`src/sv/salc_ram.sv`:
```
// generic single-port-write, single-read ram with registered read
// no dependencies
module salc_ram #(
  parameter int WIDTH = 8,
  parameter int DEPTH = 16
) (
  input  logic                     clk,
  input  logic                     we,
  input  logic [$clog2(DEPTH)-1:0] waddr,
  input  logic [WIDTH-1:0]         wdata,
  input  logic [$clog2(DEPTH)-1:0] raddr,
  output logic [WIDTH-1:0]         rdata
);
  logic [WIDTH-1:0] mem [DEPTH];

  // write port and registered read
  always_ff @(posedge clk) begin
    if (we) mem[waddr] <= wdata;
    rdata <= mem[raddr];
  end
endmodule

```
`config.mk`:
```
export PLATFORM = sky130hd
export DESIGN_NAME = salc_ram
export DESIGN_NICKNAME = d
export VERILOG_FILES = /design/src/sv/salc_ram.sv
export SDC_FILE = /design/constraint.sdc
export NUM_CORES = 1
export LEC_CHECK = 0
export BUFFER_PORTS_ARGS = -buffer_cell sky130_fd_sc_hd__buf_4
export CAP_MARGIN = 20
export CORE_AREA = 2 2 97 108
export CTS_BUF_LIST = sky130_fd_sc_hd__clkbuf_16
export CTS_CLUSTER_DIAMETER = 30
export DETAILED_ROUTE_END_ITERATION = 7
export DIE_AREA = 0 0 99 110
export PLACE_DENSITY_LB_ADDON = 0.15
export SLEW_MARGIN = 40
export SYNTH_ARGS = -nofsm -noshare
export SYNTH_HDL_FRONTEND = slang
export SYNTH_SLANG_ARGS = --single-unit
```
`constraint.sdc`:
```
create_clock -name clk -period 1.85 [get_ports clk]
set_input_delay 0.37 -clock clk [delete_from_list [all_inputs] [get_ports clk]]
set_output_delay 0.37 -clock clk [all_outputs]
set_load 0.01 [all_outputs]
```
### Word level (Yosys, flattened, before mapping)

Memory sizes are Yosys's and may differ from the RTL's. A register that Yosys moved wholly into a read port is not among the register bits.
Index checks and enable logic that the tools add are counted.

* word-level logic and storage cells: 3
* ROM bits: 0
* RAM bits: 128
* flip-flop bits (word level): 0
* bits in latches: 0
* memories: 1

* bitwise logic cells: 0
* order comparisons: 0
* shift-type cells: 0
* div/mod/pow operators: 0
* $add $sub $neg: 0
* multiply operators: 0
* reductions and logical operators: 0
* equality and inequality tests: 0
* mux-type cells: 2

Memory list
* mem: depth 16, width 8, read ports 1, clocked after Yosys merged registers in 1, wr ports 1, line 14 `logic [WIDTH-1:0] mem [DEPTH];`

Operator list (count)
* $mux W1: 2

### Depth between registers and ports, before layout

Gate-level depths: netlist (run 1).

* depth after elaboration: 2
* gate-level depth with buffers: 5
* gate-level depth less buffers: 3

### Worst setup path before layout (run 1)

Ideal clock, no wire load.

* path kind: in2reg
* start point: input port waddr[2]
* end point: memory mem[0][0], enable pin
* path buffers: 0
* data required time: 1467 ps
* slack: -13 ps
* data arrival time: 1480 ps
* cell stages on the path: 2
* library setup time: 383 ps
* cells stage by stage: or3b_2 nor3_1

RTL lines
* start, declared: line 9 `input logic [$clog2(DEPTH)-1:0] waddr,`
* end, declared: line 14

Straight into the memory's write port.

==> impl_metrics.tcl, run 1 <==
set metrics [dict create \
    synth_cell_types 19 \
    drtPass1Iterations 4 \
    cp.arrival_ns 1.71 \
    die_y_um 110 \
    initial_core_util_pct 52.8 \
    drc 0 \
    yosysSeqAreaShare_pct 77.8 \
    timing.critical_path.buf_inv 0 \
    antenna_found_initial 0 \
    cts_tree "built" \
    dieArea_um2 10900 \
    overflow 0 \
    finalSetupViolCount 0 \
    worstSetupEndpointType "register" \
    vias 2409 \
    fill_cells 656 \
    setup_tns_ns 0 \
    postCtsSetupBuffers 0 \
    worst_slack_ns 0.427 \
    grt_use_total_pct 19.8 \
    final_common_cell "edfxtp_1" \
    syn_nets 247 \
    worst-path-max-fanout 1 \
    path_class "reg2reg" \
    grt_pass1_wl_mm 14.9 \
    synthCells 229 \
    hp-class "in2reg" \
    htree_levels 4 \
    syn_to_final_growth_pct 21.9 \
    diodes 0 \
    cp_slowest_cell "mux4_2" \
    tightest_slew_ns 0.411 \
    syn_area_um2 5150 \
    maxCapViolCount 0 \
    clockBufferDepth 2 \
    mostFrequentLayoutCells "128 x edfxtp_1, 45 x buf_4, 18 x mux4_2, 17 x clkbuf_16, 16 x a22oi_1" \
    slew_violations 0 \
    critical_path.startpoint_type "register" \
    holdBufCountCts 0 \
    critPathTopFamily "multiplexers" \
    cts-root-buf "clkbuf_16" \
    peakVddDrop_mv 0.709 \
    p_leak_nw 2.18 \
    holdWs_ns 0.273 \
    cp.required_ns 2.14 \
    antenna_left 0 \
    synth_warnings 0 \
    cts-resized-gates 0 \
    crit_path_max_incr_delay_ns 0.48 \
    routed_wl_mm 9.62 \
    slew_headroom_pct 72.6 \
    clk_latency_ns 0.41 \
    grt_pass1_vias 2539 \
    place_congestion 0.721 \
    rsz0062_at_grt "false" \
    layout_min_cycle_time_ns 1.42 \
    finalCritPeriodShare_pct 76.9 \
    core.rowCount 38 \
    power.density_nw_per_um2 1200 \
    die_w_um 99 \
    core_um2 9750 \
    outcome "complete, no violations" \
    pre_cts_ws_ns 0.0584 \
    finalHoldViolCount 0 \
    yosysTopAreaCell "edfxtp_1" \
    ys_ff_latch 136 \
    nets 304 \
    grt_max_degree 17 \
    drive_gt1_share_pct 32.4 \
    ys_top_cells_by_area "edfxtp_1 75%, mux4_2 7.9%, mux4_1 7.1%" \
    finalClockSkew_ns 0.00562 \
    io_pins 26 \
    numCtsBuffers 17 \
    synth.avg_cell_area_um2 22.5 \
    dpl.hpwl_mm 6.26 \
    fin_util_pct 64.4 \
    drt-initial-drc-count 176 \
    viasPerCell 5.75 \
    synth_top_area_share_pct 74.7 \
    fmax_mhz 703 \
    post_drt_wl_per_cell_um 23.0 \
    path_cells "mux4_2, a22oi_1, nand2_1" \
    portBuffers 25 \
    clock_sinks 136 \
    clk_pin_slew_ns 0.06 \
]
kinds of logic after synthesis:
logic type / share of synthesized area, %
AOI/OAI and AO/OA: 2.33
buffers and inverters: 1.68
DFF: 77.8
muxes: 15.0
and+or+nand+nor: 3.18
layout make-up:
cell class | count | area, um^2 | area share [%]
flip-flops and latches | 136 | 4000 | 63.8
well taps | 120 | 150 | 2.39
multi-input cells | 83 | 1060 | 16.9
repair buffers | 48 | 398 | 6.34
clock inverters | 15 | 233 | 3.71
clock buffers | 17 | 425 | 6.78
state kept, by name, indices dropped and copies added, names as in the netlist:
| register | flops |
|---|---|
| mem | 128 |
| rdata | 8 |
where the power goes:
part | switching, mW | internal, mW | leakage [nW]
Sequential | 0.0246 | 3.45 | 1.22
Combinational | 0.183 | 0.169 | 0.626
Clock | 1.20 | 2.51 | 0.327
per-layer routing:
| layer | track usage, % | wire [um] |
|---|---|---|
| met3 | 5.55 | 323 |
| met5 | 0 | 0 |
| met4 | 8.22 | 173 |
| met1 | 25.2 | 4140 |
| met2 | 32.6 | 4980 |
path summary, 6_finish.rpt:
path                             start             endpoint  slack (ns)  cells after the start
setup / recovery   mem[3][6]$_DFFE_PP_     rdata[6]$_DFF_P_        0.43                      3
hold / removal                wdata[2]  mem[6][2]$_DFFE_PP_        0.27                      1
setup reg to reg   mem[3][6]$_DFFE_PP_     rdata[6]$_DFF_P_        0.43                      3
hold reg to reg   mem[14][1]$_DFFE_PP_     rdata[1]$_DFF_P_        0.67                      3
metrics by stage:
stage          total power [mW]  instance area [um^2]  std cells
3_3_place_gp               3.89                  5610        387
3_5_place_dp               3.89                  5610        387
2_1_floorplan              3.71                  5150        229
5_1_grt                    7.75                  6270        419
4_1_cts                    7.59                  6270        419
6_report                   7.53                  6270        419
Yosys cell counts:
master	count
edfxtp_1	128
mux4_2	18
a22oi_1	16
mux4_1	14
nor2_1	13
nand2_1	9
dfxtp_1	8
nor3_1	4
buf_2	3
buf_6	3
clkdlybuf4s25_2	3
nand2b_1	2
nand3b_1	2
and2_1	1
and2b_1	1
buf_4	1
nand3_1	1
nor2b_1	1
or3b_2	1
(Power assumes the default switching activity.)
==> run 2: changes to the inputs <==
clock period = 1.3 ns   (was 1.85 ns; I/O delays follow)
==> run 2 against run 1 <==
  * The run now ends with setup timing left
  * Final cell count grew 2.4%
  * Non-clock buffer count grew 10
  * Utilization grew 1.2 points
  * Worst setup slack lost 0.45 ns
  * Count of clock-buffer cells in the layout is the same
  * Highest routed layer unchanged
==> impl_metrics.tcl, run 2 (same netlist as run 1, synthesis figures left out) <==
set metrics [dict create \
    outcome "finished with violations" \
    violations "setup timing" \
    critical_path.startpoint_type "register" \
    cts_tree "built" \
    drc 0 \
    routed_wl_mm 10.2 \
    cp.required_ns 1.59 \
    finalSetupViolCount 1 \
    dieArea_um2 10900 \
    worst_slack_ns -0.0264 \
    clockBufferDepth 2 \
    clk_latency_ns 0.41 \
    antenna_found_initial 0 \
    layout_min_cycle_time_ns 1.33 \
    final_common_cell "edfxtp_1" \
    holdBufCountCts 0 \
    finalCritPeriodShare_pct 102 \
    maxCapViolCount 0 \
    slew_violations 0 \
    io_pins 26 \
    grt_pass1_wl_mm 15.6 \
    peakVddDrop_mv 0.853 \
    rsz0062_at_grt "true" \
    core_um2 9750 \
    slew_headroom_pct 42.4 \
    die_y_um 110 \
    p_leak_nw 2.18 \
    grt_max_degree 18 \
    cp.arrival_ns 1.61 \
    nets 314 \
    fill_cells 619 \
    layoutNonFillerInstCount 429 \
    core.rowCount 38 \
    hp-class "in2reg" \
    power.density_nw_per_um2 1610 \
    viasPerCell 5.72 \
    dp.cells 397 \
    finalHoldViolCount 0 \
    top_register "mem" \
    reg.largest.list "mem: 128 flops, rdata: 8 flops" \
    crit_cells 3 \
    worst-path-max-fanout 1 \
    post_drt_wl_per_cell_um 23.7 \
    cp-startpoint "mem[3][7]$_DFFE_PP_" \
    critPathTopFamily "multiplexers" \
    grt_pass1_vias 2649 \
    die_w_um 99 \
    postCtsSetupBuffers 0 \
    cp_slowest_cell "mux4_2" \
    clock_sinks 136 \
    vias 2454 \
    pre_cts_ws_ns -0.403 \
    fmax_mhz 754 \
    tightest_slew_ns 0.860 \
    dpl.hpwl_mm 6.65 \
    syn_to_final_growth_pct 24.0 \
    finalClockSkew_ns 0.00776 \
    drive_gt1_share_pct 42.1 \
    drtPass1Iterations 4 \
    antenna_left 0 \
    initial_core_util_pct 52.8 \
    hp-start "wdata[5]" \
    clk_pin_slew_ns 0.06 \
    cts-root-buf "clkbuf_16" \
    power.total_mw 10.3 \
    critical_path.reg2reg.startpoint "mem[3][7]$_DFFE_PP_" \
    worstSetupEndpointType "register" \
    diodes 0 \
    reg2reg_depth 3 \
    drt-initial-drc-count 145 \
    grt_use_total_pct 20.9 \
    crit_path_max_incr_delay_ns 0.47 \
    whs_path_depth 1 \
    path_cells "mux4_2, a22oi_1, nand2_1" \
    largest_register_ffs 128 \
    mostFrequentLayoutCells "128 x edfxtp_1, 49 x buf_4, 31 x mux4_2, 17 x clkbuf_16, 10 x nor2_1" \
    portBuffers 25 \
    place_congestion 0.773 \
    htree_levels 4 \
    timing.critical_path.buf_inv 0 \
    numCtsBuffers 17 \
    overflow 0 \
    path_class "reg2reg" \
]
## run 2: path summary, 6_finish.rpt
| check | to | slack [ns] |
|---|---|---|
| worst max-delay path | rdata[7]$_DFF_P_ | -0.03 |
| worst max register to register | rdata[7]$_DFF_P_ | -0.03 |
| worst min register to register | rdata[7]$_DFF_P_ | 0.67 |
| worst min-delay path | mem[15][5]$_DFFE_PP_ | 0.15 |
## run 2: routing by layer
layer  track usage (%)  up-vias  share of wire, %
met3              4.98       13               5.5
met5                 0        -                 0
met1              26.8     1269                40
li1                  -     1100                 -
met4              8.61        0               2.0
met2              34.9       72                52
## run 2: area by class of cell
class	instances	area (um^2)	share of cell area, %
clock buffer	17	425	6.66
clock inverter	15	170	2.67
multi-input combinational	83	1090	17.0
sequential	136	4000	62.7
tap	120	150	2.35
timing repair buffer	58	548	8.58
## run 2: per-stage QoR
step | setup TNS [ns] | hold WS, ns | utilization [%] | instance area (um^2)
after floorplan | -0.690 | 0.359 | - | 5180
after detailed placement | -12.79 | 0.572 | 59.0 | 5750
final | -0.0264 | 0.148 | 65.5 | 6380
after global placement | -12.42 | 0.568 | 59.0 | 5750
after CTS | -0.0410 | 0.138 | 65.5 | 6380
after global routing | -0.0965 | 0.156 | 65.5 | 6380
## run 2: timing repair
action	CTS	global route
gates resized for setup	6	4
pin swaps	1	2
setup endpoints to repair	6	5
## run 2: power by group
part,internal [mW],switching [mW],total [mW]
logic,0.280,0.290,0.570
clock network,3.14,1.62,4.77
registers,4.91,0.0341,4.94
total,8.33,1.95,10.3
## run 2: worst reg2reg max path: cells and delay by family (launching register included)
kind / cells / cell delay [ns]
compound gates: 1 / 0.31
flops: 1 / 0.34
mux: 1 / 0.47
simple gates: 1 / 0.09
